**src/csr_sparse_matrix_vector_multiply_macros.svh**
```systemverilog
// assertion macros for the sparse matrix-vector multiply block
// used by files that check their own logic; no other dependencies
`ifndef CSR_SPARSE_MATRIX_VECTOR_MULTIPLY_MACROS_SVH
`define CSR_SPARSE_MATRIX_VECTOR_MULTIPLY_MACROS_SVH

// antecedent implies consequent in the same cycle
`define CSR_SMV_ASSERT_IMP(lbl, clk, rst_n, ante, cons) \
    lbl: assert property (@(posedge clk) disable iff (!rst_n) (ante) |-> (cons)) \
        else $error("csr_smv: implication check failed");

// condition must hold at every edge out of reset
`define CSR_SMV_ASSERT_ALWAYS(lbl, clk, rst_n, cond) \
    lbl: assert property (@(posedge clk) disable iff (!rst_n) (cond)) \
        else $error("csr_smv: invariant check failed");

`endif

```
**src/csr_smv_pkg.sv**
```systemverilog
// shared types, sizes and codes of the sparse matrix-vector multiply block
// no dependencies
package csr_smv_pkg;

    // store sizes
    localparam int MAX_DIM = 64;
    localparam int MAX_NZ  = 4096;

    // derived widths
    localparam int DIM_W  = $clog2(MAX_DIM);
    localparam int DIM_CW = $clog2(MAX_DIM + 1);
    localparam int NZ_AW  = $clog2(MAX_NZ);
    localparam int NZ_CW  = $clog2(MAX_NZ + 1);
    localparam int VAL_W  = 32;
    localparam int CFG_W  = 7;
    localparam int PAD_W  = 56 - (DIM_W + NZ_CW + VAL_W);

    // vector length counter saturates here
    localparam logic [CFG_W-1:0] VEC_SAT = {CFG_W{1'b1}};

    // register indexes
    localparam logic REG_NUM_ROWS = 1'b0;
    localparam logic REG_NUM_COLS = 1'b1;

    // result kinds
    typedef enum logic [1:0] {
        KIND_ENTRY = 2'd0,
        KIND_RPTR  = 2'd1,
        KIND_PROD  = 2'd2,
        KIND_ERR   = 2'd3
    } t_kind;

    // control sequencer states
    typedef enum logic [2:0] {
        ST_LOAD,
        ST_PTR,
        ST_PTR_WAIT,
        ST_WALK,
        ST_DRAIN,
        ST_EMIT
    } t_state;

    // one result item
    typedef struct packed {
        t_kind              kind;
        logic [DIM_W-1:0]   index;
        logic [NZ_CW-1:0]   position;
        logic [VAL_W-1:0]   value;
        logic               last;
    } t_result;

    // control from the sequencer to the multiply-accumulate pipe
    typedef struct packed {
        logic issue;
        logic clear;
    } t_mac_ctl;

    // a zero register reads as one, above the store size as the store size
    function automatic logic [CFG_W-1:0] clamp_dim(input logic [CFG_W-1:0] v);
        logic [CFG_W-1:0] r;
        r = v;
        if (v == '0) begin
            r = CFG_W'(1);
        end else if (v > CFG_W'(MAX_DIM)) begin
            r = CFG_W'(MAX_DIM);
        end
        return r;
    endfunction

endpackage

```
**src/csr_smv_row_mem.sv**
```systemverilog
// per-row store: row end pointer of row r and vector element r share entry r
// one write port with a lane enable per field, one registered read port; uses csr_smv_pkg
module csr_smv_row_mem (
    input  logic                                 i_clk,
    input  logic [csr_smv_pkg::DIM_W-1:0]        i_wr_addr,
    input  logic                                 i_we_ptr,
    input  logic [csr_smv_pkg::NZ_CW-1:0]        i_wr_ptr,
    input  logic                                 i_we_vec,
    input  logic [csr_smv_pkg::VAL_W-1:0]        i_wr_vec,
    input  logic [csr_smv_pkg::DIM_W-1:0]        i_rd_addr,
    output logic [csr_smv_pkg::NZ_CW-1:0]        o_rd_ptr,
    output logic [csr_smv_pkg::VAL_W-1:0]        o_rd_vec
);

    logic [csr_smv_pkg::NZ_CW-1:0] mem_ptr [csr_smv_pkg::MAX_DIM];
    logic [csr_smv_pkg::VAL_W-1:0] mem_vec [csr_smv_pkg::MAX_DIM];

    // write lanes, one address
    always_ff @(posedge i_clk) begin
        if (i_we_ptr) begin
            mem_ptr[i_wr_addr] <= i_wr_ptr;
        end
        if (i_we_vec) begin
            mem_vec[i_wr_addr] <= i_wr_vec;
        end
    end

    // registered read of both lanes
    always_ff @(posedge i_clk) begin
        o_rd_ptr <= mem_ptr[i_rd_addr];
        o_rd_vec <= mem_vec[i_rd_addr];
    end

endmodule

```
**config.mk**
```make
export PLATFORM = sky130hd
export DESIGN_NAME = csr_smv_row_mem
export DESIGN_NICKNAME = d
export VERILOG_FILES = /design/src/csr_sparse_matrix_vector_multiply_macros.svh /design/src/csr_smv_pkg.sv /design/src/csr_smv_row_mem.sv
export SDC_FILE = /design/constraint.sdc
export NUM_CORES = 2
export LEC_CHECK = 0
export ABC_CLOCK_PERIOD_IN_PS = 3530
export BUFFER_PORTS_ARGS = -buffer_cell sky130_fd_sc_hd__buf_2
export CAP_MARGIN = 25
export CORE_UTILIZATION = 55
export CTS_CLUSTER_SIZE = 24
export DETAILED_ROUTE_END_ITERATION = 7
export PLACE_DENSITY = 0.82
export SLEW_MARGIN = 10
export SYNTH_ARGS = -nofsm -noshare
export SYNTH_HDL_FRONTEND = slang
export SYNTH_SLANG_ARGS = --single-unit
```
**constraint.sdc**
```tcl
create_clock -name i_clk -period 3.53 [get_ports i_clk]
set_clock_uncertainty 0.05 [all_clocks]
set_input_delay 0.353 -clock i_clk [delete_from_list [all_inputs] [get_ports i_clk]]
set_output_delay 0.353 -clock i_clk [all_outputs]
set_load 0.05 [all_outputs]
```
### After elaboration in Yosys (flattened, before gate mapping)

Memories as Yosys holds them, arrays and structs flattened. A register that Yosys moved wholly into a read port is not among the register bits.
Index checks and enable logic that the tools add are counted.

* flip-flop bits (word level): 0
* bits in writable memories: 2880
* input bits: 60
* output and inout port bits: 45
* logic and storage cells: 6
* memories kept: 2

Memories
* mem_vec: words 64, width 32, read ports 1, clocked after Yosys merged registers in 1, write ports 1, RTL line csr_smv_row_mem.sv:16 `logic [csr_smv_pkg::VAL_W-1:0] mem_vec [csr_smv_pkg::MAX_DIM];`
* mem_ptr: words 64, width 13, read ports 1, clocked after Yosys merged registers in 1, write ports 1, RTL line csr_smv_row_mem.sv:15 `logic [csr_smv_pkg::NZ_CW-1:0] mem_ptr [csr_smv_pkg::MAX_DIM];`

* mux-type cells: 4

Operators with widths (count)
* $mux 1: 4

### Longest topological paths before layout

* depth in word-level cells: 2
* depth in mapped cells: 9
* gate-level depth less buffers: 5

### Worst setup path after synthesis

Ideal clock, no wire load.

* path type: input to register
* start: input i_wr_addr[0] (netlist name)
* end: memory mem_vec[41][0] (netlist name) (enable)
* setup time: 0.421 ns
* arrival time: 2.704 ns
* required time: 3.059 ns
* path slack: 0.354 ns
* stages: 6
* path buffers: 2
* cells stage by stage: clkbuf_1 or3b_1 clkbuf_1 inv_1 nand2_1 nor2_1

RTL lines
* start: declaration: RTL line csr_smv_row_mem.sv:5 `input logic [csr_smv_pkg::DIM_W-1:0] i_wr_addr,`
* end: declaration: RTL line csr_smv_row_mem.sv:16

No word-level cell before the write port.

==> summary.md <==
| Metric | Value |
|---|---|
| Routability cong. | 0.863 |
| Port-buffer cells | 104 |
| First-pass GRT wire length | 445000 um |
| Fin util | 63.7% |
| FMAX | 426 MHz |
| # setup viols final | 0 |
| Worst VDD drop | 0.471 mV |
| CP arrival | 3.05 ns |
| # IOs | 105 |
| DR vias | 59300 |
| RSZ-0062 raised after global routing | false |
| Via/cell ratio | 7.28 |
| Initial Util | 55.6% |
| Initial antenna violation count | 9 |
| Syn_area_per_cell | 23.1 um2 |
| Commonest non-fill, non-tap cell in the layout | edfxtp_1 |
| Area Overhead vs Synth | 14.6% |
| Rel. slew slack | 25.6% |
| Largest family of logic cells by synthesized area | multiplexers |
| Final worst path period need | 2.35 ns |
| H-tree depth | 5 |
| CP Capture Type | flip-flop |
| Post-Synth Simple-Gate Area | 1.33% |
| Die height | 450 um |
| Final Net Count | 5361 |
| Clock transition at the registers of the reported paths | 0.07 ns |
| Seq/Total Area, Yosys | 79.3% |
| Die width | 450 um |
| Largest net degree at the start of global routing | 78 |
| Skew-Pair Late Insertion Delay | 0.94 ns |
| #FFs+latches synth | 2925 |
| Post-synth cell types | 40 |
| Post-Syn Area | 0.110 mm2 |
| Gr ovfl total | 0 |
| EDFF count, synth | 2880 |
| Async SR Flop Fraction | 0% |
| Non-Filler Instances | 8146 |
| Clk sinks | 2925 |
| Antenna-violating nets left | 0 |
| Layout cells sized above 1 | 30.0% |
| XOR/XNOR Fraction of Synth Area | 0% |
| Outcome | finished clean |
| Post-synthesis mux area share | 15.4% |
| Commonest cells after routing, fill and taps aside | 2880 x edfxtp_1, 692 x mux4_2, 292 x clkbuf_16, 271 x buf_4, 166 x o22ai_1 |
| Total global-route track usage | 31.4% |
| Iter 0 DRT Violations | 11000 |
| Dpl hpwl | 164000 um |
| Synth Area in Adders | 0% |
| Pwr Density | 572 mW/mm2 |
| TritonCTS Buffers | 284 |
| Worst-path fanout max | 31 |
| DRT Wirelength | 327000 um |
| Root Driver | clkbuf_16 |
| Core area | 0.198 mm2 |
| Fin Hold WS | 0.0629 ns |
| CTS tree | yes |
| Full die area | 0.202 mm2 |
| Post-Synthesis Cells | 4768 |
| Launching point of the worst reg2reg path | mem_ptr[15][8] |
| Vias in the first global route | 59300 |
| Worst min path class | primary input to flip-flop |
| CP required | 4.23 ns |
| Final Max Slew Viols | 0 |
| Synth Flop Type | edfxtp_1 |
| Placed Cells | 7573 |
| Wire length per cell | 40.1 um |
| Worst-Margin Slew | 1.12 ns |
| Clk buf depth | 4 |
| Worst hold start | i_wr_ptr[9] |
| Yosys warns | 0 |
| Critical Path Source Type | primary input |
| Lkg Pwr | 39.7 nW |
| Critical path type | primary input to flip-flop |
| Drc violations | 0 |
| Hold Vio Cnt, Final | 0 |
| FP Rows | 163 |
| CP Launch Point | i_rd_addr[0] |
| Post-cts sizing count | 0 |
| Crit share post-route | 66.5% |
| Synth Area in Compound Gates | 2.67% |
| Max_cap viols | 0 |
| Initial DRT Pass Iterations | 7 |
| Post-synth net total | 4828 |
| Filler Cell Count | 11700 |
-- where the power goes --
group          switching (mW)  total (mW)  internal, mW
registers               0.176        38.6          38.4
logic                    2.72        4.19          1.46
clock network            13.1        29.4          16.3
-- cell type report --
type | count | area (um2) | area share (%)
antenna | 8 | 20.0 | 0.0159
clock inverter | 120 | 897 | 0.711
tap | 2640 | 3300 | 2.62
timing repair buffer | 514 | 4950 | 3.92
inverter | 10 | 37.5 | 0.0297
sequential | 2925 | 87400 | 69.2
multi-input combinational | 1566 | 22000 | 17.4
clock buffer | 363 | 7660 | 6.07
-- worst paths after layout --
check,to,slack (ns),depth (start not counted)
max,o_rd_vec[16],1.18,8
min,mem_ptr[51][9],0.06,1
max reg2reg,o_rd_ptr[8],1.24,4
min reg2reg,o_rd_ptr[8],0.82,4
-- cell usage after synthesis (9+ instances only) --
cell type  instances  area (um2)
edfxtp_1        2880       86500
mux4_2           692       15600
o22ai_1          166        1040
nor2_1           159         597
clkbuf_1         112         420
mux2i_1           99         991
buf_2             79         395
a21oi_1           61         305
o221ai_1          55         482
buf_4             48         360
dfxtp_1           45         901
mux2_2            36         405
nor4_1            36         225
nand2_1           33         124
a221oi_1          30         263
o22a_1            29         254
a22oi_1           27         203
buf_1             19        71.3
o21ai_1           19        95.1
nor2b_1           18         113
nand3_1           16        80.1
a211oi_1          15         113
a22o_1            14         123
nand2b_1          11        68.8
inv_1             10        37.5
and3_1             9        56.3
buf_6              9         101
-- per-stage QoR --
step | TNS [ns] | total power [mW] | setup WS, ns | area (um2)
2_1_floorplan | 0 | 41.3 | 0.354 | 110000
3_3_place_gp | -0.123 | 42.9 | -0.123 | 116000
3_5_place_dp | 0 | 43.1 | 0.235 | 116000
4_1_cts | 0 | 71.7 | 1.09 | 125000
5_1_grt | 0 | 73.4 | 1.15 | 126000
6_report | 0 | 72.2 | 1.18 | 126000
-- logic make-up after synthesis --
logic type	count (synthesis)
DFF	2925
muxes	827
AOI/OAI and AO/OA	426
and+or+nand+nor	313
buffers and inverters	277
-- registers in the layout, summed over array words and instances (netlist names) --
name / flops
o_rd_vec: 32
mem_ptr: 832
o_rd_ptr: 13
mem_vec: 2048
-- worst max-delay path, cell delays in order --
cell     delay (ns)
buf_8          0.38
buf_12         0.31
buf_12         0.29
buf_4          0.20
mux4_2         0.50
mux2_2         0.28
a21oi_1        0.50
nor4_1         0.16
-- layer usage --
metal,global-route usage [%],part of all wire [%]
met1,38.6,30
met2,50.5,48
met3,7.73,14
met4,19.6,7.8
met5,0,0.023
-- repair_timing --
item                                   4_1_cts  5_1_grt
endpoints found under the hold margin       68     1200
setup endpoints to repair                    0        0
hold buffers                                 3       39
buffers inserted                             0        0
No activity file was read; power rests on OpenSTA's default activity.
