==> config.mk <==
export PLATFORM = sky130hd
export DESIGN_NAME = csr_smv_mac
export DESIGN_NICKNAME = d
export VERILOG_FILES = /design/src/csr_sparse_matrix_vector_multiply_macros.svh /design/src/csr_smv_pkg.sv /design/src/csr_smv_mac.sv
export SDC_FILE = /design/constraint.sdc
export NUM_CORES = 1
export LEC_CHECK = 0
export ABC_AREA = 1
export BUFFER_PORTS_ARGS = -buffer_cell sky130_fd_sc_hd__buf_2
export CORE_ASPECT_RATIO = 0.8
export CORE_UTILIZATION = 30
export CTS_CLUSTER_DIAMETER = 120
export DETAILED_ROUTE_END_ITERATION = 6
export PLACE_DENSITY = 0.52
export SYNTH_ARGS = -nofsm -noshare
export SYNTH_HDL_FRONTEND = slang
export SYNTH_SLANG_ARGS = --single-unit
==> constraint.sdc <==
create_clock -name i_clk -period 10.6 [get_ports i_clk]
set_input_delay 1.59 -clock i_clk [delete_from_list [all_inputs] [get_ports i_clk]]
set_output_delay 1.59 -clock i_clk [all_outputs]
set_load 0.03 [all_outputs]
==> src/csr_sparse_matrix_vector_multiply_macros.svh <==
// assertion macros for the sparse matrix-vector multiply block
// used by files that check their own logic; no other dependencies
`ifndef CSR_SPARSE_MATRIX_VECTOR_MULTIPLY_MACROS_SVH
`define CSR_SPARSE_MATRIX_VECTOR_MULTIPLY_MACROS_SVH

// antecedent implies consequent in the same cycle
`define CSR_SMV_ASSERT_IMP(lbl, clk, rst_n, ante, cons) \
    lbl: assert property (@(posedge clk) disable iff (!rst_n) (ante) |-> (cons)) \
        else $error("csr_smv: implication check failed");

// condition must hold at every edge out of reset
`define CSR_SMV_ASSERT_ALWAYS(lbl, clk, rst_n, cond) \
    lbl: assert property (@(posedge clk) disable iff (!rst_n) (cond)) \
        else $error("csr_smv: invariant check failed");

`endif

==> src/csr_smv_pkg.sv <==
// shared types, sizes and codes of the sparse matrix-vector multiply block
// no dependencies
package csr_smv_pkg;

    // store sizes
    localparam int MAX_DIM = 64;
    localparam int MAX_NZ  = 4096;

    // derived widths
    localparam int DIM_W  = $clog2(MAX_DIM);
    localparam int DIM_CW = $clog2(MAX_DIM + 1);
    localparam int NZ_AW  = $clog2(MAX_NZ);
    localparam int NZ_CW  = $clog2(MAX_NZ + 1);
    localparam int VAL_W  = 32;
    localparam int CFG_W  = 7;
    localparam int PAD_W  = 56 - (DIM_W + NZ_CW + VAL_W);

    // vector length counter saturates here
    localparam logic [CFG_W-1:0] VEC_SAT = {CFG_W{1'b1}};

    // register indexes
    localparam logic REG_NUM_ROWS = 1'b0;
    localparam logic REG_NUM_COLS = 1'b1;

    // result kinds
    typedef enum logic [1:0] {
        KIND_ENTRY = 2'd0,
        KIND_RPTR  = 2'd1,
        KIND_PROD  = 2'd2,
        KIND_ERR   = 2'd3
    } t_kind;

    // control sequencer states
    typedef enum logic [2:0] {
        ST_LOAD,
        ST_PTR,
        ST_PTR_WAIT,
        ST_WALK,
        ST_DRAIN,
        ST_EMIT
    } t_state;

    // one result item
    typedef struct packed {
        t_kind              kind;
        logic [DIM_W-1:0]   index;
        logic [NZ_CW-1:0]   position;
        logic [VAL_W-1:0]   value;
        logic               last;
    } t_result;

    // control from the sequencer to the multiply-accumulate pipe
    typedef struct packed {
        logic issue;
        logic clear;
    } t_mac_ctl;

    // a zero register reads as one, above the store size as the store size
    function automatic logic [CFG_W-1:0] clamp_dim(input logic [CFG_W-1:0] v);
        logic [CFG_W-1:0] r;
        r = v;
        if (v == '0) begin
            r = CFG_W'(1);
        end else if (v > CFG_W'(MAX_DIM)) begin
            r = CFG_W'(MAX_DIM);
        end
        return r;
    endfunction

endpackage

==> src/csr_smv_mac.sv <==
// multiply-accumulate pipe: nonzero value, vector element, product, row sum
// follows the nonzero read issued by the sequencer; uses csr_smv_pkg
module csr_smv_mac (
    input  logic                                 i_clk,
    input  logic                                 i_rst_n,
    input  csr_smv_pkg::t_mac_ctl                i_ctl,
    input  logic [csr_smv_pkg::VAL_W-1:0]        i_nz_val,
    input  logic [csr_smv_pkg::VAL_W-1:0]        i_vec_val,
    output logic                                 o_busy,
    output logic [csr_smv_pkg::VAL_W-1:0]        o_acc
);

    logic                           r_v1;
    logic                           r_v2;
    logic                           r_v3;
    logic [csr_smv_pkg::VAL_W-1:0]  r_b_val;
    logic [csr_smv_pkg::VAL_W-1:0]  r_prod;
    logic [csr_smv_pkg::VAL_W-1:0]  r_acc;

    // stage valids
    always_ff @(posedge i_clk) begin
        if (!i_rst_n) begin
            r_v1 <= 1'b0;
            r_v2 <= 1'b0;
            r_v3 <= 1'b0;
        end else begin
            r_v1 <= i_ctl.issue;
            r_v2 <= r_v1;
            r_v3 <= r_v2;
        end
    end

    // hold the value while the vector element is read, then multiply (low 32 bits wrap)
    always_ff @(posedge i_clk) begin
        if (r_v1) begin
            r_b_val <= i_nz_val;
        end
        if (r_v2) begin
            r_prod <= i_vec_val * r_b_val;
        end
    end

    // row accumulator
    always_ff @(posedge i_clk) begin
        if (i_ctl.clear) begin
            r_acc <= '0;
        end else if (r_v3) begin
            r_acc <= r_acc + r_prod;
        end
    end

    assign o_busy = r_v1 | r_v2 | r_v3;
    assign o_acc  = r_acc;

endmodule

* After elaboration in Yosys (flattened, before gate mapping)
Index checks and enable logic that the tools add are counted.
** Storage, ports and cells
- Bits in registers :: 99
- Input bits :: 68
- Output and inout port bits :: 33
- Logic and storage cells :: 10
** Cells by class
- Add/sub/neg operators :: 1
- Multiply operators :: 1
- Bitwise gates (word level) :: 2
** Operator list (count)
- adder 32 bit :: 1
- multiplier 32 x 32 -> 32 bit :: 1
- bitwise OR 1 bit :: 2

* Depth between registers and ports, before layout
- Depth after elaboration :: 2
- Depth in mapped cells :: 35
- Mapped depth without buffers :: 33

* Worst setup path before layout
Ideal clock, no wire load.
- Path type :: input -> register
- Start point :: in i_vec_val[12] in the netlist's numbering
- End point :: reg r_prod[26] in the netlist's numbering (data pin)
- Setup time :: 0.258 ns
- Arrival :: 7.470 ns
- Required time :: 10.342 ns
- Slack :: 2.872 ns
- Stages on the path :: 25
- Buffers on the path :: 2
- Cell sequence :: clkbuf_1 > buf_1 > nand2_1 > fa_1 > inv_1 > fa_1 > inv_1 > fa_1 > fa_1 > inv_1 > fa_1 > inv_1 > fa_1 > fa_1 > fa_1 > inv_1 > ha_1 > a21oi_1 > o21ai_0 > a21oi_1 > nand3_1 > nand3_1 > nand2_1 > a21oi_1 > xnor2_1
** On the way
- Cells in the longest elaborated chain, start to end :: 1
** Ends and longest elaborated chain
- start: declaration :: RTL line csr_smv_mac.sv:8 : input logic [csr_smv_pkg::VAL_W-1:0] i_vec_val,
- multiplier 32 x 32 -> 32 bit :: RTL line csr_smv_mac.sv:39 : r_prod <= i_vec_val * r_b_val;
- end signal: assignment :: RTL line csr_smv_mac.sv:39
- end: declaration :: RTL line csr_smv_mac.sv:17 : logic [csr_smv_pkg::VAL_W-1:0] r_prod;
Every way passes these cells.
A chain may end at the register's enable or synchronous reset.

* Worst setup path in the final report
- Start point :: in i_vec_val[7] in the netlist's numbering
- End point :: reg r_prod[26] in the netlist's numbering (data pin)
Same word-level chain as after synthesis.

==> metrics.md <==
| Metric | Value |
|---|---|
| Met2 GRT Util | `approximately a quarter` |
| Minimum clock period | `around 8100 ps` |
| Mapped cell area | `between 20000 and 25000 µm²` |
| Library cells used by synthesis | `48` |
| Fmax | `roughly 120 MHz` |
| Worst skew pair latency | `about 390 ps` |
| Clock slew seen by the registers of the worst setup and hold paths | `roughly 80 ps` |
| Via count | `~17000` |
| Final Hold Vio Count | `0` |
| Routed WL | `roughly 61000 µm` |
| Commonest cells after routing, fill and taps aside | `791 x inv_1, 759 x nand2_1, 409 x fa_1` |
| Synthesized flop and latch total | `99` |
| Max stage delay on crit path | `600 ps` |
| # diodes | `0` |
| Filler Cell Count | `7620` |
| Post-route DRC | `0` |
| All-Layer GR Usage | `between 10% and 20%` |
| CTS root buf | `clkbuf_16` |
| Worst Path Required | `roughly 11000 ps` |
| Crit-path slowest cell | `buf_2` |
| Gpl congestion | `0.880` |
| Fin nets | `approximately 3400` |
| CP cell instances | `buf_2 > nand2_1 > fa_1 > inv_1 > fa_1 > inv_1 > fa_1 > fa_1 > inv_1 > fa_1 > inv_1 > fa_1 > fa_1 > fa_1 > inv_1 > ha_1 > a21oi_1 > o21ai_0 > a21oi_1 > nand3_1 > nand3_1 > nand2_1 > a21oi_1 > xnor2_1` |
| Initial DRC count | `approximately 1200` |
| Die Span X | `around 300 µm` |
| Setup CP Type | `input pin to flip-flop` |
| Htree depth | `3` |
| Largest net degree at the start of global routing | `46` |
| Measured slew at the worst slew-check pin | `874 ps` |
| EDFF count, synth | `between 60 and 70` |
| Area of the core | `roughly 71000 µm²` |
| Yosys Warn Count | `0` |
| CTS tree | `done` |
| Rows | `87` |
| Clock Skew | `12.3 ps` |
| Status | `completed` |
| GR Util met3 | `approximately 3.2%` |
| Synth top area share | `37.8%` |
| Quantity of I/O buffers inserted on ports | `100` |
| Post-synth top flop | `edfxtp_1` |
| Largest fanout on the critical path | `26` |
| Synth async-reset ratio | `0%` |
| Wire per inst | `between 15 and 20 µm` |
| Final setup vio count | `0` |
| GRT overflow | `0` |
| Most common cell after layout, fill and taps aside | `inv_1` |
| Sequential cell area fraction in the yosys report | `between 10% and 20%` |
| Area Growth Syn to Fin | `7.69%` |
| DR pass1 iterations | `5` |
| CTS resizes | `0` |
| Sequential cell area | `~2600 µm²` |
| RSZ-0062 raised after global routing | `false` |
| Die Span Y | `242 µm` |
| Critical Path AT | `around 8200 ps` |
| Clock Sinks | `between 90 and 100` |
| First-pass GRT wire length | `96200 µm` |
| Post-route ant nets | `0` |
| Vias in the first global route | `16500` |
| Syn_nets | `between 3000 and 4000` |
| DP HPWL | `49000 µm` |
| Hold Buf Count CTS | `0` |
| Critical Path Sink Type | `flip-flop` |
| Initial antenna violation count | `1` |
| Ranking of synthesized cells by area | `fa_1 38%, inv_1 14%, nand2_1 13%` |
| Critical Path Start Type | `input pin` |
| Clock buffer depth | `2` |
| Share of cells above drive strength 1 | `6.16%` |
| CTS Buf Count | `9` |
| Post-Route Utilization | `32.9%` |
| Post-CTS setup buffer count | `0` |
| Gr busiest metal | `met1` |
| Slew margin rel. | `a little over two fifths` |
| TNS Setup | `0 ps` |
| Max Slew Vio Count | `0` |
| Vias per Instance | `around 4.4` |
| Die footprint | `73300 µm²` |
| Worst min-delay path category | `flip-flop to flip-flop` |
| Multi-input logic area | `between 15000 and 20000 µm²` |
| Max-cap viol count | `0` |
| Gate Count Post-Synth | `between 2000 and 3000` |
| Initial Util | `between 30 and 40%` |
| Global-route track usage on met1 | `~26%` |
| # IOs | `roughly 100` |
| Syn avg cell area | `between 7 and 8 µm²` |
| Final period utilization | `between 70% and 80%` |
| Post-synth top area cell | `fa_1` |
| CP most frequent cell | `fa_1` |
[cells by family after synthesis]
group | Yosys count | share of synthesized area [%]
AND/OR/NAND/NOR | 964 | 17.7
buffers and inverters | 907 | 16.0
adder cells (fa/ha/maj) | 563 | 46.7
AO/OA/AOI/OAI | 172 | 4.92
flip-flops | 99 | 12.1
XOR/XNOR | 63 | 2.62
[final timing paths]
| check | cells past startpoint | to | start | slack, ps |
|---|---|---|---|---|
| max | 24 | r_prod[26]$_DFFE_PP_ | i_vec_val[7] | 2500 |
| max reg2reg | 22 | r_prod[26]$_DFFE_PP_ | r_b_val[3]$_DFFE_PP_ | 3320 |
| min | 2 | o_acc[22]$_SDFFE_PP0P_ | o_acc[22]$_SDFFE_PP0P_ | 520 |
| min reg2reg | 2 | o_acc[22]$_SDFFE_PP0P_ | o_acc[22]$_SDFFE_PP0P_ | 520 |
[metal layers]
metal,vias up,share of wire [%]
met3,37,6.8
li1,8004,-
met1,8122,49
met2,419,43
met5,-,0.018
met4,2,1.2
[synthesized netlist by cell type (all sizes together), types with 3 or more instances]
cell type	instances
a21boi	3
a21o	9
a21oi	68
buf	42
clkbuf	73
dfxtp	35
edfxtp	64
fa	409
ha	154
inv	791
nand2	765
nand3	67
nand3b	4
nand4	11
nor2	104
nor3	7
nor4	3
o211ai	9
o21ai	60
o21bai	10
o221ai	4
xnor2	22
xor2	41
[sequential cells by signal (all words and copies together), names as in the netlist]
| register | cells |
|---|---|
| r_v2 | 1 |
| o_acc | 32 |
| r_v3 | 1 |
| r_prod | 32 |
| r_v1 | 1 |
| r_b_val | 32 |
[metrics by stage]
stage	area (µm²)	hold WS [ps]	cells	setup WS [ps]
CTS	23300	526	3727	2520
global route	23300	559	3727	2260
floorplan	21700	558	2768	2870
global placement	23000	514	3711	2120
detailed placement	23000	505	3711	2100
finish	23300	522	3727	2500
[cell type report]
type | count | area share (%)
well taps | 934 | 5.01
flip-flops and latches | 99 | 11.3
inverters | 792 | 12.8
multi-input cells | 1762 | 66.8
clock inverters | 5 | 0.177
repair buffers | 124 | 2.92
clock buffers | 11 | 1.09
[critical path: cells and delay by family]
| family | cells | cell delay [ps] |
|---|---|---|
| fa+ha+maj | 9 | 4230 |
| buf+inv | 6 | 890 |
| compound gates | 4 | 810 |
| simple gates | 4 | 610 |
| xor+xnor | 1 | 90 |
Power is not shown: default switching activity piles up to over one toggle a cycle in this logic, so the estimate is an artifact.
